File: config.mk
export PLATFORM = sky130hd
export DESIGN_NAME = msbr_cmd_queue
export DESIGN_NICKNAME = d
export VERILOG_FILES = /design/src/hdl/msbr_pkg.sv /design/src/hdl/msbr_cmd_queue.sv
export SDC_FILE = /design/constraint.sdc
export NUM_CORES = 1
export LEC_CHECK = 0
export ABC_AREA = 0
export BUFFER_PORTS_ARGS = -buffer_cell sky130_fd_sc_hd__buf_4
export CORE_ASPECT_RATIO = 1.5
export CORE_MARGIN = 4
export CORE_UTILIZATION = 34
export CTS_BUF_LIST = sky130_fd_sc_hd__clkbuf_16
export DETAILED_ROUTE_END_ITERATION = 6
export MAX_ROUTING_LAYER = met4
export SYNTH_ARGS = -nofsm -noshare
export SYNTH_HDL_FRONTEND = slang
export SYNTH_SLANG_ARGS = --single-unit
File: constraint.sdc
create_clock -name clk -period 2.4 [get_ports clk]
set_clock_uncertainty 0.2 [all_clocks]
set_input_delay 0.12 -clock clk [delete_from_list [all_inputs] [get_ports clk]]
set_output_delay 0.12 -clock clk [all_outputs]
set_load 0.1 [all_outputs]
File: src/hdl/msbr_pkg.sv
package msbr_pkg;

	// Defaults for the top-level parameters
	localparam int MAX_SLOTS_DEF      = 8;
	localparam int MAX_SLOT_BYTES_DEF = 64;

	// Field widths fixed by the item formats
	localparam int BYTE_W       = 8;
	localparam int LEN_W        = 7;
	localparam int SLOTS_CFG_W  = 4;
	localparam int BYTES_CFG_W  = 7;
	localparam int CFG_DATA_W   = 7;
	localparam int CFG_INDEX_W  = 1;

	// Command fields are sized for the largest ring the parameters allow
	localparam int CMD_SLOT_W = 6;
	localparam int CMD_POS_W  = 6;

	localparam logic ACT_WRITE = 1'b0;
	localparam logic ACT_READ  = 1'b1;

	localparam logic [CFG_INDEX_W-1:0] CFG_SLOTS_IN_USE = 1'b0;
	localparam logic [CFG_INDEX_W-1:0] CFG_SLOT_BYTES   = 1'b1;

	typedef enum logic [1:0] {
		STAT_DATA       = 2'd0,
		STAT_EMPTY      = 2'd1,
		STAT_BAD_LENGTH = 2'd2
	} status_t;

	typedef enum logic [1:0] {
		CMD_WRITE  = 2'd0,
		CMD_READ   = 2'd1,
		CMD_STATUS = 2'd2
	} cmd_kind_t;

	typedef struct packed {
		logic              action;
		logic [BYTE_W-1:0] write_byte;
		logic [LEN_W-1:0]  read_length;
	} req_t;

	typedef struct packed {
		logic [1:0]        status;
		logic [BYTE_W-1:0] read_byte;
		logic              last;
	} rsp_t;

	typedef struct packed {
		cmd_kind_t             kind;
		status_t               status;
		logic [CMD_SLOT_W-1:0] slot;
		logic [CMD_POS_W-1:0]  pos;
		logic [BYTE_W-1:0]     data;
		logic [LEN_W-1:0]      len;
	} cmd_t;

	// Handshake between command queue and back end
	typedef struct packed {
		logic valid;
		logic full;
	} q_status_t;

endpackage

File: src/hdl/msbr_cmd_queue.sv
module msbr_cmd_queue import msbr_pkg::*; (
	input  logic      clk,
	input  logic      arst_n,
	input  logic      push,
	input  cmd_t      cmd_in,
	input  logic      pop,
	output cmd_t      head,
	output q_status_t q_status
);

	cmd_t       entries_q [2];
	logic       wr_ptr_q;
	logic       rd_ptr_q;
	logic [1:0] count_q;

	assign head           = entries_q[rd_ptr_q];
	assign q_status.valid = count_q != 2'd0;
	assign q_status.full  = count_q == 2'd2;

	always_ff @(posedge clk) begin
		if (push) begin
			entries_q[wr_ptr_q] <= cmd_in;
		end
	end

	always_ff @(posedge clk or negedge arst_n) begin
		if (!arst_n) begin
			wr_ptr_q <= 1'b0;
			rd_ptr_q <= 1'b0;
			count_q  <= 2'd0;
		end else begin
			if (push) begin
				wr_ptr_q <= ~wr_ptr_q;
			end
			if (pop) begin
				rd_ptr_q <= ~rd_ptr_q;
			end
			count_q <= count_q + 2'(push) - 2'(pop);
		end
	end

endmodule

==> results.ini, run 1 <==
[sta]
final_max_slew_viol_count=0
worstMarginPinSlew_ns=0.435
grt_setup_unrepaired=no
count_of_endpoints_failing_setup_in_the_final_report=0
achievable-frequency_mhz=467
final-hold-violation-count=0
final_min_period_over_clock_period_pct=89.2
totalNegativeSetupSlack_ns=0
relSlewSlack_pct=70.9
min_period_ns=2.14

[critical_path]
cp_slowest_stage_delay_ns=0.63
worst-path-stages=3
cp_slowest_cell=sky130_fd_sc_hd__dfrtp_2
crit_family=flip-flops
cp_cell_instances=buf_12 > mux2_2 > buf_4
timing.critical_path.required_ns=2.08
launching_element_type_of_the_critical_path=flip-flop
worst-r2r-cell-count=2
cp_arrival_ns=1.82
setup.worst_path.class=reg -> out
cp_num_buf_inv=2
crit_fanout=20
crit_path_end_kind=primary output

[die]
core_area_mm2=0.00732
start_util_pct=35.4
die-area_mm2=0.00911
num_rows=38
floorplan.io_pins=68
die-width_um=79.3
chipHeight_um=115

[logic_synthesis]
synth_top_family_by_area=multiplexers
synth_mux_area_share_pct=17.7
synth.ff_latch_count=66
post_synth_and_or_nand_nor_area_fraction_pct=0.966
synth_nets=149
yosys_warnings=0
synthXorXnorAreaFrac_pct=1.59
yosysSeqAreaShare_pct=75.7
post_synthesis_area_per_instance_um2=23.1
synth-compound-area-share_pct=0
synth_cells=112
post_synth_num_cell_types=13
synth.cell_area_mm2=0.00259
yosys.area_share.adder_pct=0.966

[global_routing]
first_global_vias=1558
globalRouteTotalUtil_pct=11.7
grt_max_degree=21
grt_antenna_before_repair=0
grt_pass1_wl_um=7400
grt.overflow.total=0

[final_layout]
areaGrowthSynthToFinish_pct=48.6
drive_gt1_share_pct=52.2
nNetsFinal=262
number_of_filler_instances_in_the_final_layout=625
antenna-diode-count=0
final_design_area_no_fill_mm2=0.00385
mostFrequentLayoutCell=sky130_fd_sc_hd__buf_4
commonest_cells_after_routing_fill_and_taps_aside=sky130_fd_sc_hd__buf_4 (69), sky130_fd_sc_hd__edfxtp_1 (62), sky130_fd_sc_hd__dlygate4sd3_1 (35)

[drt]
drt_iter0_drc=72
vias=1387
detail_route.wirelength_um=4890
drt_drc_violations_left=0
detailedRoute.firstPassIterationCount=3
vias_per_cell=4.20
wl_per_cell_um=14.8
detail-route-antenna-nets=0

[clock_tree]
clock_tree_from_tritoncts=done
cts_num_sinks=66
cts_inserted_buffers=9
clk_root_buffer_cell=sky130_fd_sc_hd__clkbuf_16
insertion_delay_ns=0.32
postCtsSetupBuffers=0
cts-root-to-sink-buffers=2
cts.htree.levels=3
clock_transition_at_the_registers_of_the_reported_paths_ns=0.05

[min_path]
worst_hold_path.num_cells=2
tightest_hold_check_type=in -> reg

[placement]
sum_of_net_half_perimeters_after_detailed_placement_um=3320
place.port_buffers=67
place.gp.congestion=0.671
place_area_mm2=0.00321

[outcome]
outcome=finished clean

[flow_run]
maxCapViolCount=0

==> cell families after synthesis <==
logic type,after synthesis
flip-flops,66
multiplexers,31
buffers and inverters,6
AND/OR/NAND/NOR,4
XOR/XNOR,3
adder cells (fa/ha/maj),2
==> final timing paths <==
path / start / endpoint / slack, ns
worst max-delay path: rd_ptr_q / head[0] / 0.26
worst min-delay path: cmd_in[24] / entries_q[1][24] / 0.32
worst max register to register: wr_ptr_q / entries_q[0][22] / 0.86
worst min register to register: wr_ptr_q / wr_ptr_q / 0.34
max in group asynchronous: arst_n / rd_ptr_q / 1.30
min in group asynchronous: arst_n / rd_ptr_q / 0.50
==> state kept, by name, indices dropped and copies added, names as in the netlist <==
register   flops
entries_q     62
count_q        2
rd_ptr_q       1
wr_ptr_q       1
==> area by class of cell <==
class / instances / area (um2) / area share (%)
Clock buffer: 9 / 225 / 5.85
Clock inverter: 7 / 61.3 / 1.59
Inverter: 2 / 7.51 / 0.195
Multi-Input combinational cell: 40 / 557 / 14.5
Sequential cell: 66 / 1960 / 51.0
Tap cell: 100 / 125 / 3.25
Timing Repair Buffer: 106 / 908 / 23.6
==> through the flow <==
step	std cells	setup slack [ns]	hold slack [ns]	util, %
5_1_grt	330	0.190	0.321	52.5
6_report	330	0.260	0.323	52.5
3_5_place_dp	279	0.583	-0.279	43.8
3_3_place_gp	279	0.623	-0.280	43.8
2_1_floorplan	112	0.366	-0.376	-
4_1_cts	330	0.229	0.312	52.5
==> what timing repair did <==
item                                   4_1_cts  5_1_grt
endpoints found under the hold margin       69        0
resized for setup                            0        0
hold buffers                                35        0
==> layer usage <==
layer / vias up / wire [um] / global-route usage, %
li1: 658 / - / -
met1: 681 / 1690 / 10.3
met2: 38 / 2900 / 22.1
met3: 10 / 209 / 3.37
met4: 0 / 92 / 5.85
met5: - / 0 / -
==> Yosys cell counts, drive strengths merged <==
cell    count  area share [%]
edfxtp     62              72
dfrtp       4             3.9
nor2b       2            0.48
buf         4             2.8
xor2        2            0.68
ha          2            0.97
inv         2            0.29
xor3        1            0.92
or2         1            0.24
mux2       31              18
and2        1            0.24
Power of run 1 is left out: the tool's default activity adds up to more than one toggle a clock period on the data nets, which glitch-free logic cannot reach.
==> run 2: changes to the inputs <==
--- a/config.mk
+++ b/config.mk
@@ -13,6 +13,7 @@
 export CTS_BUF_LIST = sky130_fd_sc_hd__clkbuf_16
 export DETAILED_ROUTE_END_ITERATION = 6
 export MAX_ROUTING_LAYER = met4
+export RECOVER_POWER = 25
 export SYNTH_ARGS = -nofsm -noshare
 export SYNTH_HDL_FRONTEND = slang
 export SYNTH_SLANG_ARGS = --single-unit
==> results.ini, run 2 (same netlist as run 1, synthesis figures left out) <==
[sta]
relSlewSlack_pct=71.0  ; about the same
totalNegativeSetupSlack_ns=0  ; unchanged
final_max_slew_viol_count=0  ; unchanged
worstMarginPinSlew_ns=0.435  ; -0.000764 ns
count_of_endpoints_failing_setup_in_the_final_report=0  ; unchanged
final_min_period_over_clock_period_pct=89.2  ; about the same
achievable-frequency_mhz=467  ; about the same
final-hold-violation-count=0  ; unchanged
grt_setup_unrepaired=no
min_period_ns=2.14  ; +0.000181 ns

[global_routing]
first_global_vias=1558  ; unchanged
grt_pass1_wl_um=7400  ; unchanged
grt_max_degree=21  ; unchanged
grt_antenna_before_repair=0  ; unchanged
grt.overflow.total=0  ; unchanged
globalRouteTotalUtil_pct=11.7  ; unchanged

[final_layout]
reg_top3=entries_q x62, count_q x2
multi_input_comb_area_um2=557  ; unchanged
largest_register_ff_count=62  ; unchanged
antenna-diode-count=0  ; unchanged
commonest_cells_after_routing_fill_and_taps_aside=sky130_fd_sc_hd__edfxtp_1 (62), sky130_fd_sc_hd__buf_4 (48), sky130_fd_sc_hd__dlygate4sd3_1 (35)
areaGrowthSynthToFinish_pct=48.1
largest_register=entries_q
final_util_pct=52.4  ; -0.15 points
final_design_area_no_fill_mm2=0.00384  ; -0.29%
register_area_mm2=0.00196  ; unchanged
mostFrequentLayoutCell=sky130_fd_sc_hd__edfxtp_1
number_of_filler_instances_in_the_final_layout=628  ; +0.48%
drive_gt1_share_pct=50.9  ; -1.3 points
nNetsFinal=262  ; unchanged

[die]
chipHeight_um=115  ; unchanged
floorplan.io_pins=68  ; unchanged
die-area_mm2=0.00911  ; unchanged
num_rows=38  ; unchanged
core_area_mm2=0.00732  ; unchanged
die-width_um=79.3  ; unchanged
start_util_pct=35.4  ; unchanged

[drt]
detail-route-antenna-nets=0  ; unchanged
drt_iter0_drc=74  ; +2.8%
vias=1384  ; -0.22%
wl_per_cell_um=14.8  ; -0.29%
vias_per_cell=4.19  ; -0.22%
detail_route.wirelength_um=4880  ; -0.29%
detailedRoute.firstPassIterationCount=3  ; unchanged
drt_drc_violations_left=0  ; unchanged

[critical_path]
cp_cell_instances=buf_12 > mux2_2 > buf_4
minimum_setup_slack_among_reg_to_reg_paths_ns=0.86  ; about the same
cp_slowest_cell=sky130_fd_sc_hd__dfrtp_2
crit_fanout=20  ; unchanged
setup.worst_path.class=reg -> out
timing.critical_path.required_ns=2.08  ; about the same
crit_family=flip-flops
cp_slowest_stage_delay_ns=0.63  ; about the same
crit_path_end_kind=primary output
cp_arrival_ns=1.82  ; about the same
cp_num_buf_inv=2  ; unchanged
launching_element_type_of_the_critical_path=flip-flop

[placement]
sum_of_net_half_perimeters_after_detailed_placement_um=3320  ; unchanged
place.gp.congestion=0.671  ; unchanged
place_area_mm2=0.00321  ; unchanged
place.port_buffers=67  ; unchanged

[clock_tree]
cts-root-to-sink-buffers=2  ; unchanged
clock_transition_at_the_registers_of_the_reported_paths_ns=0.05  ; about the same
clock_tree_from_tritoncts=done
cts_num_sinks=66  ; unchanged
cts_inserted_buffers=9  ; unchanged
clk_root_buffer_cell=sky130_fd_sc_hd__clkbuf_16
insertion_delay_ns=0.32  ; about the same
cts-resized-gates=0  ; unchanged
cts.htree.levels=3  ; unchanged

[outcome]
outcome=finished clean

[min_path]
tightest_hold_check_type=in -> reg

[flow_run]
maxCapViolCount=0  ; unchanged

==> run 2: timing repair <==
| action | in CTS | in global routing |
|---|---|---|
| endpoints found under the hold margin | 69 | 0 |
| buffers inserted | 0 | 0 |
| hold buffers | 35 | 0 |
==> run 2: routing by layer <==
metal / vias up / GRT usage [%] / share of wire (%)
met4: 0 / 5.85 / 1.9
met2: 38 / 22.1 / 59
met1: 677 / 10.3 / 35
met3: 11 / 3.37 / 4.4
met5: - / - / 0
li1: 658 / - / -
==> run 2: final timing paths <==
kind                               endpoint        from  depth (start not counted)
max                                 head[0]    rd_ptr_q                          3
min                        entries_q[1][27]  cmd_in[27]                          2
max reg2reg                entries_q[0][22]    wr_ptr_q                          2
min reg2reg                        wr_ptr_q    wr_ptr_q                          1
max in group asynchronous          rd_ptr_q      arst_n                          3
min in group asynchronous          rd_ptr_q      arst_n                          3
==> run 2: final cells by class <==
class	count	area share (%)
flip-flops and latches	66	51.2
repair buffers	106	23.4
multi-input cells	40	14.5
clock buffers	9	5.87
well taps	100	3.26
clock inverters	7	1.60
inverters	2	0.196
==> run 2: metrics by stage <==
stage | hold WS [ns] | setup WS (ns) | instances
after global placement | -0.280 | 0.623 | 279
after global routing | 0.341 | 0.190 | 330
after CTS | 0.312 | 0.229 | 330
after detailed placement | -0.279 | 0.583 | 279
after floorplan | -0.376 | 0.366 | 112
final | 0.332 | 0.259 | 330
==> run 2: worst register-to-register path, delay by kind of cell (launching register included) <==
kind | cells | cell delay [ns]
simple gates | 1 | 0.39
buf+inv | 1 | 0.23
flops | 1 | 0.42
Power of run 2 is left out for the same reason.
==> run 3: changes to the inputs <==
--- a/config.mk
+++ b/config.mk
@@ -10,7 +10,6 @@
 export CORE_ASPECT_RATIO = 1.5
 export CORE_MARGIN = 4
 export CORE_UTILIZATION = 34
-export CTS_BUF_LIST = sky130_fd_sc_hd__clkbuf_16
 export DETAILED_ROUTE_END_ITERATION = 6
 export MAX_ROUTING_LAYER = met4
 export RECOVER_POWER = 25
==> results.ini, run 3 (same netlist as run 1, synthesis figures left out) <==
[clock_tree]
clk_root_buffer_cell=sky130_fd_sc_hd__clkbuf_8
cts-root-to-sink-buffers=2  ; unchanged
cts.htree.levels=3  ; unchanged
cts_inserted_buffers=9  ; unchanged
cts-resized-gates=0  ; unchanged
clock_tree_from_tritoncts=done
insertion_delay_ns=0.32  ; about the same
clock_transition_at_the_registers_of_the_reported_paths_ns=0.07  ; +0.02 ns
cts_num_sinks=66  ; unchanged

[critical_path]
timing.critical_path.required_ns=2.08  ; about the same
worst_r2r_endpoint=entries_q[0][22]
launching_element_type_of_the_critical_path=flip-flop
minimum_setup_slack_among_reg_to_reg_paths_ns=0.86  ; about the same
crit_path_end_kind=primary output
worst-r2r-cell-count=2  ; unchanged
crit_fanout=20  ; unchanged
setup.worst_path.class=reg -> out
cp_arrival_ns=1.84  ; +0.02 ns
reg2reg_from=wr_ptr_q

[outcome]
outcome=finished clean

[drt]
drt_iter0_drc=74  ; unchanged
vias=1384  ; unchanged
detail_route.wirelength_um=4830  ; -0.92%
detail-route-antenna-nets=0  ; unchanged
wl_per_cell_um=14.6  ; -0.92%
detailedRoute.firstPassIterationCount=4  ; +1
drt_drc_violations_left=0  ; unchanged
vias_per_cell=4.19  ; unchanged

[die]
die-area_mm2=0.00911  ; unchanged
core_area_mm2=0.00732  ; unchanged
start_util_pct=35.4  ; unchanged
die-width_um=79.3  ; unchanged
chipHeight_um=115  ; unchanged
floorplan.io_pins=68  ; unchanged
num_rows=38  ; unchanged

[final_layout]
reg_top3=entries_q x62, count_q x2
mostFrequentLayoutCell=sky130_fd_sc_hd__edfxtp_1
drive_gt1_share_pct=50.4  ; -0.43 points
largest_register_ff_count=62  ; unchanged
antenna-diode-count=0  ; unchanged
areaGrowthSynthToFinish_pct=44.1
nNetsFinal=262  ; unchanged
largest_register=entries_q
commonest_cells_after_routing_fill_and_taps_aside=sky130_fd_sc_hd__edfxtp_1 (62), sky130_fd_sc_hd__buf_4 (47), sky130_fd_sc_hd__dlygate4sd3_1 (35)

[placement]
place.gp.congestion=0.671  ; unchanged
place.port_buffers=67  ; unchanged
sum_of_net_half_perimeters_after_detailed_placement_um=3320  ; unchanged

[min_path]
hold_endpoint=entries_q[1][27]
min-delay-start=cmd_in[27]
tightest_hold_check_type=in -> reg
worst_hold_path.num_cells=2  ; unchanged

[sta]
min_period_ns=2.16  ; +0.0150 ns
final_min_period_over_clock_period_pct=89.8  ; +0.62 points
final_max_slew_viol_count=0  ; unchanged
relSlewSlack_pct=71.3  ; +0.38 points
worstMarginPinSlew_ns=0.429  ; -0.00574 ns
count_of_endpoints_failing_setup_in_the_final_report=0  ; unchanged
grt_setup_unrepaired=no
final-hold-violation-count=0  ; unchanged
achievable-frequency_mhz=464  ; -0.69%
totalNegativeSetupSlack_ns=0  ; unchanged
whs_ns=0.323  ; -0.00828 ns

[global_routing]
grt_pass1_wl_um=7400  ; about the same
grt.overflow.total=0  ; unchanged
grt_max_degree=21  ; unchanged
first_global_vias=1552  ; -0.39%
globalRouteTotalUtil_pct=11.7  ; -0.017 points
grt_antenna_before_repair=0  ; unchanged

[flow_run]
maxCapViolCount=0  ; unchanged

-- run 3: cell count changes in the layout (fill, tap and decap cells not counted), sizes merged --
| cell | change |
|---|---|
| inv | -1 |
| buf | -1 |
| clkbuf | +2 |
-- run 3: what timing repair did --
| action | 4_1_cts | 5_1_grt |
|---|---|---|
| setup endpoints to repair | 0 | 0 |
| hold buffers | 35 | 0 |
| hold endpoints to repair | 69 | 0 |
| setup buffers | 0 | 0 |
-- run 3: worst max-delay path by stage --
| stage | from | end | slack [ns] |
|---|---|---|---|
| 3_3_place_gp | rd_ptr_q | head[30] | 0.62 |
| 2_1_floorplan | count_q[1] | q_status[0] | 0.37 |
| 3_5_place_dp | rd_ptr_q | head[0] | 0.58 |
| 4_1_cts | rd_ptr_q | head[0] | 0.20 |
| 5_1_grt | rd_ptr_q | head[0] | 0.16 |
| 6_report | rd_ptr_q | head[0] | 0.24 |
-- run 3: through the flow --
step | cell area (um2) | utilization (%) | std cells | setup WS (ns)
2_1_floorplan | 2590 | - | 112 | 0.366
3_3_place_gp | 3210 | 43.8 | 279 | 0.623
3_5_place_dp | 3210 | 43.8 | 279 | 0.583
4_1_cts | 3750 | 51.2 | 330 | 0.198
5_1_grt | 3730 | 51.0 | 330 | 0.158
6_report | 3730 | 51.0 | 330 | 0.245
-- run 3: worst max-delay path, cell delays in order (launching register included) --
cell and delay (ns):
sky130_fd_sc_hd__dfrtp_2 0.64, sky130_fd_sc_hd__buf_12 0.26, sky130_fd_sc_hd__mux2_2 0.36, sky130_fd_sc_hd__buf_4 0.23
-- run 3: layer usage --
| layer | global-route usage [%] | share of wire, % | vias up |
|---|---|---|---|
| met1 | 10.3 | 34 | 682 |
| met5 | - | 0 | - |
| met2 | 22.0 | 61 | 37 |
| met4 | 5.85 | 1.5 | 0 |
| met3 | 3.37 | 4.2 | 7 |
| li1 | - | - | 658 |
-- run 3: area by class of cell --
| class | count | area, um2 |
|---|---|---|
| clock buffers | 10 | 128 |
| clock inverters | 6 | 57.6 |
| fillers | 644 | 3590 |
| inverters | 2 | 7.51 |
| multi-input cells | 40 | 557 |
| flip-flops and latches | 66 | 1960 |
| well taps | 100 | 125 |
| repair buffers | 106 | 893 |
Power of run 3 is left out for the same reason.
