**config.mk**
```make
export PLATFORM = sky130hd
export DESIGN_NAME = msbr_front
export DESIGN_NICKNAME = d
export VERILOG_FILES = /design/src/hdl/msbr_pkg.sv /design/src/hdl/msbr_front.sv
export SDC_FILE = /design/constraint.sdc
export NUM_CORES = 1
export LEC_CHECK = 0
export ABC_CLOCK_PERIOD_IN_PS = 2300
export BUFFER_PORTS_ARGS = -buffer_cell sky130_fd_sc_hd__clkbuf_2
export CORE_MARGIN = 8
export CORE_UTILIZATION = 44
export CTS_BUF_LIST = sky130_fd_sc_hd__clkbuf_16
export DETAILED_ROUTE_END_ITERATION = 10
export PLACE_DENSITY = 0.77
export SLEW_MARGIN = 30
export SYNTH_ARGS = -nofsm -noshare
export SYNTH_HDL_FRONTEND = slang
export SYNTH_SLANG_ARGS = --single-unit
```
**constraint.sdc**
```tcl
create_clock -name clk -period 2.3 [get_ports clk]
set_input_delay 0.23 -clock clk [delete_from_list [all_inputs] [get_ports clk]]
set_output_delay 0.23 -clock clk [all_outputs]
set_load 0.01 [all_outputs]
```
**src/hdl/msbr_pkg.sv**
```systemverilog
package msbr_pkg;

	// Defaults for the top-level parameters
	localparam int MAX_SLOTS_DEF      = 8;
	localparam int MAX_SLOT_BYTES_DEF = 64;

	// Field widths fixed by the item formats
	localparam int BYTE_W       = 8;
	localparam int LEN_W        = 7;
	localparam int SLOTS_CFG_W  = 4;
	localparam int BYTES_CFG_W  = 7;
	localparam int CFG_DATA_W   = 7;
	localparam int CFG_INDEX_W  = 1;

	// Command fields are sized for the largest ring the parameters allow
	localparam int CMD_SLOT_W = 6;
	localparam int CMD_POS_W  = 6;

	localparam logic ACT_WRITE = 1'b0;
	localparam logic ACT_READ  = 1'b1;

	localparam logic [CFG_INDEX_W-1:0] CFG_SLOTS_IN_USE = 1'b0;
	localparam logic [CFG_INDEX_W-1:0] CFG_SLOT_BYTES   = 1'b1;

	typedef enum logic [1:0] {
		STAT_DATA       = 2'd0,
		STAT_EMPTY      = 2'd1,
		STAT_BAD_LENGTH = 2'd2
	} status_t;

	typedef enum logic [1:0] {
		CMD_WRITE  = 2'd0,
		CMD_READ   = 2'd1,
		CMD_STATUS = 2'd2
	} cmd_kind_t;

	typedef struct packed {
		logic              action;
		logic [BYTE_W-1:0] write_byte;
		logic [LEN_W-1:0]  read_length;
	} req_t;

	typedef struct packed {
		logic [1:0]        status;
		logic [BYTE_W-1:0] read_byte;
		logic              last;
	} rsp_t;

	typedef struct packed {
		cmd_kind_t             kind;
		status_t               status;
		logic [CMD_SLOT_W-1:0] slot;
		logic [CMD_POS_W-1:0]  pos;
		logic [BYTE_W-1:0]     data;
		logic [LEN_W-1:0]      len;
	} cmd_t;

	// Handshake between command queue and back end
	typedef struct packed {
		logic valid;
		logic full;
	} q_status_t;

endpackage

```
**src/hdl/msbr_front.sv**
```systemverilog
module msbr_front import msbr_pkg::*; #(
	parameter int MAX_SLOTS      = MAX_SLOTS_DEF,
	parameter int MAX_SLOT_BYTES = MAX_SLOT_BYTES_DEF
) (
	input  logic                   clk,
	input  logic                   arst_n,
	input  logic                   req_valid,
	output logic                   req_stall,
	input  req_t                   req,
	input  logic [SLOTS_CFG_W-1:0] slots_cfg,
	input  logic [BYTES_CFG_W-1:0] bytes_cfg,
	input  q_status_t              q_status,
	output logic                   cmd_push,
	output cmd_t                   cmd
);

	localparam int SLOT_W = (MAX_SLOTS > 1) ? $clog2(MAX_SLOTS) : 1;
	localparam int SCNT_W = SLOT_W + 1;
	localparam int POS_W  = (MAX_SLOT_BYTES > 1) ? $clog2(MAX_SLOT_BYTES) : 1;
	localparam int BCNT_W = POS_W + 1;

	logic [SLOT_W-1:0] write_slot_q;
	logic [SLOT_W-1:0] read_slot_q;
	logic [POS_W-1:0]  fill_q;

	logic [SCNT_W-1:0] eff_slots;
	logic [BCNT_W-1:0] eff_bytes;
	logic [SLOT_W-1:0] write_slot_next;
	logic [SLOT_W-1:0] read_slot_next;
	logic              fill_done;
	logic              bad_len;
	logic              empty;

	// Clamp the configuration into the legal range
	always_comb begin
		if (slots_cfg < 4'd2) begin
			eff_slots = SCNT_W'(2);
		end else if (8'(slots_cfg) > 8'(MAX_SLOTS)) begin
			eff_slots = SCNT_W'(MAX_SLOTS);
		end else begin
			eff_slots = SCNT_W'(slots_cfg);
		end
		if (bytes_cfg == '0) begin
			eff_bytes = BCNT_W'(1);
		end else if (8'(bytes_cfg) > 8'(MAX_SLOT_BYTES)) begin
			eff_bytes = BCNT_W'(MAX_SLOT_BYTES);
		end else begin
			eff_bytes = BCNT_W'(bytes_cfg);
		end
	end

	assign write_slot_next = (({1'b0, write_slot_q} + SCNT_W'(1)) >= eff_slots) ?
		'0 : write_slot_q + SLOT_W'(1);
	assign read_slot_next = (({1'b0, read_slot_q} + SCNT_W'(1)) >= eff_slots) ?
		'0 : read_slot_q + SLOT_W'(1);
	assign fill_done = ({1'b0, fill_q} + BCNT_W'(1)) >= eff_bytes;
	assign empty     = read_slot_q == write_slot_q;
	assign bad_len   = (req.read_length == '0) || (req.read_length > LEN_W'(eff_bytes));

	assign req_stall = q_status.full;
	assign cmd_push  = req_valid && !q_status.full;

	always_comb begin
		cmd.kind   = CMD_WRITE;
		cmd.status = STAT_DATA;
		cmd.slot   = CMD_SLOT_W'(write_slot_q);
		cmd.pos    = CMD_POS_W'(fill_q);
		cmd.data   = req.write_byte;
		cmd.len    = req.read_length;
		if (req.action == ACT_READ) begin
			cmd.slot = CMD_SLOT_W'(read_slot_q);
			cmd.pos  = '0;
			if (empty) begin
				cmd.kind   = CMD_STATUS;
				cmd.status = STAT_EMPTY;
			end else if (bad_len) begin
				cmd.kind   = CMD_STATUS;
				cmd.status = STAT_BAD_LENGTH;
			end else begin
				cmd.kind = CMD_READ;
			end
		end
	end

	always_ff @(posedge clk or negedge arst_n) begin
		if (!arst_n) begin
			write_slot_q <= '0;
			read_slot_q  <= '0;
			fill_q       <= '0;
		end else if (cmd_push) begin
			if (req.action == ACT_WRITE) begin
				if (fill_done) begin
					fill_q       <= '0;
					write_slot_q <= write_slot_next;
				end else begin
					fill_q <= fill_q + POS_W'(1);
				end
			end else if (!empty && !bad_len) begin
				read_slot_q <= read_slot_next;
			end
		end
	end

endmodule

```
==> results of run 1 <==
registers in the layout, summed over array words and instances, names as in the netlist:
signal and cells:
write_slot_q 3, read_slot_q 3, fill_q 6
layer usage:
metal	share of wire (%)	vias to the layer above	GRT usage, %
li1	-	793	-
met1	40	716	16.1
met2	54	35	24.9
met3	4.3	11	3.66
met4	1.2	0	3.08
met5	0	-	0
final cells by class:
cell class                      instances  area (um2)  share of cell area [%]
Sequential cell                        12         300                    13.9
Inverter                                8        30.0                    1.39
Timing Repair Buffer                   68         407                    18.8
Clock inverter                          1        3.75                   0.174
Clock buffer                            3        75.1                    3.47
Multi-Input combinational cell        157        1280                    59.5
Tap cell                               48        60.1                    2.78
metrics by stage:
step / cells / util (%) / power [uW] / hold WS [ns]
6_report: 297 / 60.4 / 1810 / 0.417
5_1_grt: 297 / 60.4 / 1970 / 0.448
4_1_cts: 296 / 56.6 / 1710 / 0.426
2_1_floorplan: 201 / - / 1000 / -0.0656
3_5_place_dp: 287 / 52.7 / 1320 / 0.135
3_3_place_gp: 287 / 52.7 / 1300 / 0.131
worst max path at each step:
stage / start / end / slack (ns) / cells after the start
floorplan: fill_q[0] / write_slot_q[0] / -0.02 / 10
global placement: bytes_cfg[1] / cmd[30] / -0.02 / 12
detailed placement: bytes_cfg[1] / write_slot_q[1] / -0.1 / 11
CTS: fill_q[1] / write_slot_q[1] / -0.08 / 10
global route: fill_q[0] / fill_q[0] / -0.17 / 11
finish: fill_q[0] / fill_q[0] / -0.04 / 11
critical path, stage by stage, from the launching register on:
cell and delay, ns:
dfrtp_1 0.39, ha_4 0.18, nand3_4 0.10, xnor2_4 0.15, ha_4 0.31, nand2b_4 0.07
nor3_4 0.16, a311oi_2 0.07, a41oi_2 0.32, buf_4 0.18, nor2_4 0.04, mux2_2 0.26
layout by cell type, fill, tap and decap left out, types with 7 or more instances in the layout:
cell type   n
clkbuf_2   42
dfrtp_1    12
nand2_1    16
nor2b_1    11
ha_1       18
inv_1       8
buf_4      22
o21ai_0     7
a21oi_1     7
nor2_1     13
cells by family after synthesis:
logic type               after synthesis  synth area share [%]
AO/OA/AOI/OAI                         42                  17.9
XOR/XNOR                               8                  4.39
adder cells (fa/ha/maj)               22                  17.1
buffers and inverters                 32                  12.6
flip-flops                            12                  18.8
multiplexers                           7                  4.85
other                                  1                 0.235
AND/OR/NAND/NOR                       75                  24.1
report_power, final:
part / switching, uW / leakage [uW] / internal, uW / total (uW)
sequential: 86.4 / 0.000159 / 274 / 360
combinational: 556 / 0.000890 / 570 / 1130
clock: 91.7 / 0.0000385 / 229 / 321
total: 734 / 0.00109 / 1070 / 1810
timing repair:
item / 4_1_cts / 5_1_grt
gates resized for setup: 10 / 26
pin swaps: 2 / 9
setup endpoints to repair: 10 / 12
hold buffers: 1 / 0
hold endpoints to repair: 12 / 0
setup buffers: 4 / 1
==> impl_results.md, run 1 <==
- First DRT Iteration DRCs: 111
- TritonCTS clock tree: built
- Via-to-Cell Ratio: 5.24
- Synth Register Bits: 12
- Synth Cell Area: 0.00160 mm2
- Wire length per cell: 14.7 um
- Outcome: finished with violations
- Placement Cell Area: 0.00188 mm2
- Clock Sink Count: 12
- Routability cong.: 0.858
- Die height: 76.3 um
- Syn. warnings: 0
- Sum of negative setup slack: -0.133 ns
- R2r worst-path depth: 11
- Clock slew at reported path FFs: 0.04 ns
- Ranking of synthesized cells by area: dfrtp_1 19%, ha_1 16%, buf_4 8.9%
- Post-synthesis cell type count: 45
- Ys flop type: dfrtp_1
- Flop-to-flop setup slack: -0.04 ns
- Vias in the first global route: 1570
- Critical path endpoint category: flop
- Drt first pass iters: 4
- PnR worst setup slack: -0.0379 ns
- Largest net degree at the start of global routing: 13
- Slew @ Worst Pin: 0.535 ns
- Area Overhead vs Synth: 35.2%
- Failing checks: negative setup slack
- Critical R2R Launch: fill_q[0]
- Final HPWL DP: 3240 um
- WP data required: 2.42 ns
- Syn Area/Cell: 8.03 um2
- Number of synthesized flops with an enable pin: 0
- Max Slew Vio Count: 0
- Reg-to-reg critical path endpoint: fill_q[0]
- Final hold vios: 0
- Initial core utilization: 44.7%
- Detailed Route WL: 4360 um
- Final setup violation count: 6
- Fin crit period: 2.34 ns
- Total CTS buffers: 3
- Max transition margin: 64.0%
- Global-route wire length before repair: 7000 um
- # DRC: 0
- CP Max Fanout: 4
- Die Wd: 76.3 um
- Async SR Flop Fraction: 100%
- Total number of H-tree levels: 1
- Post-synth top area cell: dfrtp_1
- Fin crit share: 102%
- Nets: 303
- Clk_skew: 0.00214 ns
- Highest Clock Rate: 0.428 GHz
- Max-cap viol count: 0
- Vias: 1555
- Root Driver: clkbuf_16
- Worst Setup Start Kind: flop
- Most common library cells after synthesis: 21 x ha_1, 19 x buf_4, 19 x nand2_1
- Cell count after synthesis: 199
- Crit path kind: reg2reg
- PortBufs: 44
- Peak supply drop: 521 uV
- Core footprint: 0.00358 mm2
- Power Density: 836 mW/mm2
- CTS Buffer Depth: 2
- Total track usage: 14.0%
- Synth top area share: 18.8%
- Fin area: 0.00216 mm2
- Antenna violations before repair: 0
- Final antenna-violating net count: 0
- GRT overflow: 0
- Leakage: 0.00109 uW
- Die area: 0.00582 mm2
- Rows: 22
- Unrepaired setup endpoints after global routing: yes
- Most frequent cell after synthesis: ha_1
- Register area share after synthesis: 18.8%
- Worst skew pair latency: 0.24 ns
- Pre-CTS setup slack: -0.0962 ns
- Hold Crit Class: in2async
- Boundary Pins: 65
- Worst Path Arrival: 2.46 ns
- # diodes: 0
- Fraction of layout cells with a size suffix above 1: 42.2%
- Fill cell count: 308
Power figures use the tool's default switching activity.
==> run 2, diff against run 1 <==
--- a/config.mk
+++ b/config.mk
@@ -5,6 +5,7 @@
 export SDC_FILE = /design/constraint.sdc
 export NUM_CORES = 1
 export LEC_CHECK = 0
+export ABC_AREA = 1
 export ABC_CLOCK_PERIOD_IN_PS = 2300
 export BUFFER_PORTS_ARGS = -buffer_cell sky130_fd_sc_hd__clkbuf_2
 export CORE_MARGIN = 8
==> run 2 against run 1 <==
The run now ends clean. Combinational power decreased by 5%. Largest cell class unchanged. Clock skew decreased by 0.00088 ns. Highest routed layer unchanged. Sequential power increased by 16%. Clock power about the same. Final area decreased by 16%. Global-route usage decreased by 1.3 points. Maximum frequency increased by 11%. Register-to-register slack improved by 0.22 ns. Clock-buffer cell count unchanged. Hold slack got worse by 0.058 ns. Worst setup slack improved by 0.22 ns. Flip-flop and latch count unchanged.
==> impl_results.md, run 2 <==
- Outcome: completed
- Final antenna-violating net count: 0
- Routability cong.: 0.821
- Ys flop type: dfrtp_1
- Unrepaired setup endpoints after global routing: no
- Max-cap viol count: 0
- Clk_skew: 0.00126 ns
- Via-to-Cell Ratio: 5.02
- Post-CTS setup buffer count: 0
- Max incr delay on CP: 0.42 ns
- Leakage: 0.00101 uW
- WP buf/inv: 0
- Root Driver: clkbuf_16
- Slowest stage cell, crit path: dfrtp_1
- Most common cell after layout, fill and taps aside: clkbuf_2
- Global-route wire length before repair: 6440 um
- Nets: 304
- Boundary Pins: 65
- Sum of negative setup slack: 0 ns
- Largest net degree at the start of global routing: 15
- Highest Clock Rate: 0.473 GHz
- Fin crit share: 91.9%
- CTS Buffer Depth: 2
- Drt first pass iters: 4
- Cell count after synthesis: 219
- Synth Cell Area: 0.00159 mm2
- Synth Area in Compound Gates: 12.7%
- Crit path kind: reg2reg
- Critical path endpoint category: flop
- Power Density: 993 mW/mm2
- Post-synth top area cell: dfrtp_1
- Synth Area in XOR/XNOR: 4.41%
- Worst Hold End: read_slot_q[0]
- Largest registers: fill_q (6), read_slot_q (3), write_slot_q (3)
- Largest family of logic cells by synthesized area: simple AND/OR/NAND/NOR gates
- Hold path depth: 4
- Multi-input logic area: 0.00102 mm2
- Number of synthesized flops with an enable pin: 0
- Initial core utilization: 44.7%
- Most used cell, CP: nand2_1
- Peak supply drop: 487 uV
- CP Max Fanout: 7
- Vias: 1495
- Adder-Cell Fraction of Synth Area: 16.5%
- First DRT Iteration DRCs: 50
- # diodes: 0
- Most frequent cell after synthesis: inv_1
- Fraction of layout cells with a size suffix above 1: 26.0%
- Core footprint: 0.00355 mm2
- Total power: 1810 uW
- Synth Register Bits: 12
- Levels on crit path: 12
- Detailed Route WL: 3630 um
- Flop-to-flop setup slack: 0.19 ns
- Final setup violation count: 0
- Worst skew pair latency: 0.24 ns
- Total number of H-tree levels: 1
- Wire length per cell: 12.2 um
- Fin crit period: 2.11 ns
- FF+latch area: 300 um2
- CP delay by family, top: adder cells
- Post-synthesis cell type count: 33
- Total track usage: 12.6%
- GRT overflow: 0
- Largest Register: fill_q
- Post-synthesis simple-gate area fraction: 30.2%
- R2r worst-path depth: 12
- Area Overhead vs Synth: 14.7%
- # DRC: 0
- PortBufs: 44
- Final hold vios: 0
- Register area share after synthesis: 18.9%
- HP Start: q_status[0]
- Final HPWL DP: 3030 um
- Vias in the first global route: 1526
- Syn. warnings: 0
- Worst Setup Start Kind: flop
- Async SR Flop Fraction: 100%
- Clock Sink Count: 12
- Worst-path cell chain: ha_1 -> ha_1 -> o21ai_0 -> nand2_1 -> a21oi_1 -> nand2_1 -> nand3_1 -> nand2_1 -> a21oi_4 -> nor2_4 -> nand3b_1 -> o21ai_1
- Die area: 0.00579 mm2
- Most frequent cells in the layout: 44 x clkbuf_2, 32 x inv_1, 30 x nand2_1
- Worst Path Arrival: 2.24 ns
- Syn Area/Cell: 7.25 um2
- Total CTS buffers: 3
- Rows: 22
- Reg-to-reg critical path endpoint: write_slot_q[2]
- Hold Crit Class: in2reg
- Ranking of synthesized cells by area: dfrtp_1 19%, ha_1 17%, buf_4 9.0%
- Die height: 76.1 um
- Max Slew Vio Count: 0
- Clock slew at reported path FFs: 0.04 ns
- WP data required: 2.43 ns
- Post-synthesis mux area share: 0%
- Max reg flops: 6
- TritonCTS clock tree: built
- Most common library cells after synthesis: 32 x inv_1, 30 x nand2_1, 21 x ha_1
- Synth top area share: 18.9%
- Fill cell count: 350
- Antenna violations before repair: 0
- Critical R2R Launch: fill_q[0]
- Die Wd: 76.1 um
run 2: cell types whose count changed in the layout (fill, tap and decap cells not counted), moves of 6 or more:
cell / before / now
nand3_1: 3 / 14
nor2_1: 13 / 20
o21ai_1: 2 / 8
nand4_1: 0 / 6
buf_4: 22 / 1
nor2b_1: 11 / 0
nand2_1: 16 / 30
inv_1: 8 / 32
run 2: worst max path at each step:
stage,from,end,slack (ns)
after floorplan,fill_q[0],write_slot_q[2],0.38
after global placement,bytes_cfg[5],write_slot_q[2],0.07
after detailed placement,bytes_cfg[5],write_slot_q[2],0.03
after CTS,fill_q[0],write_slot_q[2],0.19
after global routing,bytes_cfg[5],cmd[29],0.04
final,fill_q[0],write_slot_q[2],0.19
run 2: per-layer routing:
| metal | wire length, um | up-vias | GRT usage (%) |
|---|---|---|---|
| met2 | 1750 | 44 | 21.9 |
| met4 | 35 | 0 | 4.81 |
| met1 | 1650 | 678 | 14.9 |
| met3 | 190 | 3 | 2.48 |
| met5 | 0 | - | 0 |
| li1 | - | 770 | - |
run 2: layout make-up:
type                       instances  share of cell area [%]
clock buffer                       3                    4.12
clock inverter                     1                   0.206
inverter                          32                    6.59
multi-input combinational        156                    56.2
sequential                        12                    16.5
tap                               48                    3.30
timing repair buffer              46                    13.0
run 2: repair_timing:
item / in CTS / in global routing
hold buffers: 1 / 0
endpoints found under the hold margin: 12 / 0
gates resized for setup: 0 / 0
run 2: stage by stage:
stage / instance area, um2 / worst slack [ns] / std cells / hold WS [ns] / utilization [%]
floorplan: 1600 / 0.377 / 221 / -0.0656 / -
global placement: 1730 / 0.0669 / 293 / 0.124 / 48.8
detailed placement: 1730 / 0.0311 / 293 / 0.136 / 48.8
CTS: 1820 / 0.191 / 298 / 0.364 / 51.3
global route: 1820 / 0.0400 / 298 / 0.394 / 51.3
finish: 1820 / 0.186 / 298 / 0.360 / 51.3
run 2: cell families (layout without fill, tap and decap cells):
kind of cell	Yosys count	after routing
AO/OA/AOI/OAI	32	32
XOR/XNOR	8	8
adder cells (fa/ha/maj)	21	21
buffers and inverters	53	82
flip-flops	12	12
other	1	3
AND/OR/NAND/NOR	92	92
run 2: tightest hold or removal path, stage by stage:
cell      delay, ns
clkbuf_2       0.09
nor2_1         0.09
nand4_1        0.10
nand2_1        0.05
run 2: report_power, final:
part / switching (uW) / leakage [uW] / total [uW] / internal, uW
Sequential: 113 / 0.000154 / 417 / 304
Combinational: 617 / 0.000819 / 1070 / 454
Clock: 91.0 / 0.0000385 / 320 / 229
Total: 822 / 0.00101 / 1810 / 987
==> run 3, diff against run 2 <==
--- a/config.mk
+++ b/config.mk
@@ -8,6 +8,7 @@
 export ABC_AREA = 1
 export ABC_CLOCK_PERIOD_IN_PS = 2300
 export BUFFER_PORTS_ARGS = -buffer_cell sky130_fd_sc_hd__clkbuf_2
+export CORE_ASPECT_RATIO = 1.2
 export CORE_MARGIN = 8
 export CORE_UTILIZATION = 44
 export CTS_BUF_LIST = sky130_fd_sc_hd__clkbuf_16
==> run 3 against run 2 <==
Global-route usage down 0.81 points. Flip-flop and latch count unchanged. Clock power down 2%. Register-to-register slack better by 0.04 ns. Cell count down 2.0%. Clock skew about the same. First-iteration DRC count up 4.0%. Worst setup slack better by 0.034 ns. Maximum frequency up 1.6%. Sequential power up 2%. Combinational power about the same. Via count down 0.80%.
==> impl_results.md, run 3 (same netlist as run 2, synthesis figures left out) <==
- Outcome: completed
- Max reg flops: 6
- Total number of H-tree levels: 1
- Flop-to-flop setup slack: 0.23 ns
- Boundary Pins: 65
- Slowest stage cell, crit path: ha_1
- GRT overflow: 0
- Die area: 0.00579 mm2
- Fin crit share: 90.5%
- Wire length per cell: 12.2 um
- WP data required: 2.07 ns
- Peak supply drop: 575 uV
- Largest registers: fill_q (6), read_slot_q (3), write_slot_q (3)
- Pre-CTS setup slack: 0.0973 ns
- Worst Path Arrival: 1.85 ns
- Routability cong.: 0.811
- Via-to-Cell Ratio: 5.08
- Die height: 81.8 um
- Highest Clock Rate: 0.481 GHz
- Sum of negative setup slack: 0 ns
- Area Overhead vs Synth: 16.9%
- Total CTS buffers: 3
- Drt first pass iters: 4
- Total power: 1840 uW
- CP Max Fanout: 6
- Most frequent cells in the layout: 43 x clkbuf_2, 32 x inv_1, 30 x nand2_1
- Global-route wire length before repair: 5890 um
- Initial core utilization: 44.8%
- Final hold vios: 0
- Max-cap viol count: 0
- # DRC: 0
- Crit path kind: in2out
- Worst skew pair latency: 0.24 ns
- Post-Place Cells: 285
- Die Wd: 70.8 um
- Power Density: 989 mW/mm2
- Vias: 1483
- Hold Crit Class: in2reg
- Core Util, Final: 52.4%
- Max Slew Vio Count: 0
- Final std cells w/o fill: 292
- Total track usage: 11.8%
- Levels on crit path: 14
- CP delay by family, top: simple AND/OR/NAND/NOR gates
- Leakage: 0.00102 uW
- Clk_skew: 0.00130 ns
- CTS Buffer Depth: 2
- Worst-path cell chain: clkbuf_2 -> nor2_2 -> nand3_2 -> nand2_4 -> nand2_1 -> ha_1 -> nand2_1 -> o21ai_0 -> nand2_1 -> nand2_2 -> a21oi_4 -> inv_1 -> nor2_1 -> buf_2
- Vias in the first global route: 1461
- PortBufs: 44
- Final setup violation count: 0
- # diodes: 0
- Max incr delay on CP: 0.28 ns
- Detailed Route WL: 3570 um
- Final HPWL DP: 2950 um
- Largest net degree at the start of global routing: 15
- Fin crit period: 2.08 ns
- Antenna violations before repair: 0
- Nets: 307
- WP buf/inv: 3
- Most used cell, CP: nand2_1
- Final antenna-violating net count: 0
- Most common cell after layout, fill and taps aside: clkbuf_2
- TritonCTS clock tree: built
- Clock slew at reported path FFs: 0.04 ns
- Hold path depth: 4
- R2r worst-path depth: 12
- Core footprint: 0.00354 mm2
- Unrepaired setup endpoints after global routing: no
- Largest Register: fill_q
- Critical path endpoint category: output port
- PnR worst setup slack: 0.219 ns
- Fraction of layout cells with a size suffix above 1: 28.9%
- First DRT Iteration DRCs: 52
- Rows: 24
- Worst Setup Start Kind: primary input
- Clock Sink Count: 12
- Root Driver: clkbuf_16
==> run 3: stage by stage <==
step	hold WS, ns	cell area [um2]
3_3_place_gp	0.128	1730
2_1_floorplan	-0.0656	1600
6_report	0.367	1860
3_5_place_dp	0.132	1730
4_1_cts	0.369	1820
5_1_grt	0.382	1860
==> run 3: worst reg2reg max path: cells and delay by family (launching register included) <==
family                     cells  cell delay, ns
AOI/OAI and AO/OA              4            0.53
adders and majority gates      2            0.52
and+or+nand+nor                6            0.46
DFF                            1            0.44
==> run 3: area by class of cell <==
cell class	instances	area [um2]
flip-flops and latches	12	302
clock buffers	3	75.1
inverters	32	120
clock inverters	1	3.75
well taps	39	48.8
repair buffers	49	260
fillers	349	1690
multi-input cells	156	1050
==> run 3: power by group <==
| part | leakage, uW | internal [uW] | switching [uW] |
|---|---|---|---|
| clock | 0.0000385 | 228 | 84.5 |
| sequential | 0.000153 | 305 | 118 |
| combinational | 0.000834 | 474 | 624 |
| total | 0.00102 | 1010 | 827 |
==> run 3: repair_timing <==
item | in CTS | in global routing
resized for setup | 0 | 6
hold endpoints to repair | 12 | 0
setup buffers | 0 | 2
endpoints found under the setup margin | 0 | 4
hold buffers | 1 | 0
==> run 3: worst paths after layout <==
| check | start | to |
|---|---|---|
| max in group asynchronous | arst_n | fill_q[0] |
| max | bytes_cfg[3] | cmd[29] |
| min reg2reg | fill_q[5] | fill_q[5] |
| max reg2reg | fill_q[0] | write_slot_q[2] |
| min | q_status[0] | read_slot_q[2] |
| min in group asynchronous | arst_n | fill_q[3] |
==> run 3: routing by layer <==
layer  GRT usage (%)  part of all wire, %
met4            2.92                 0.45
met2            23.3                   51
met1            12.3                   43
met5               0                    0
met3            2.81                  6.1
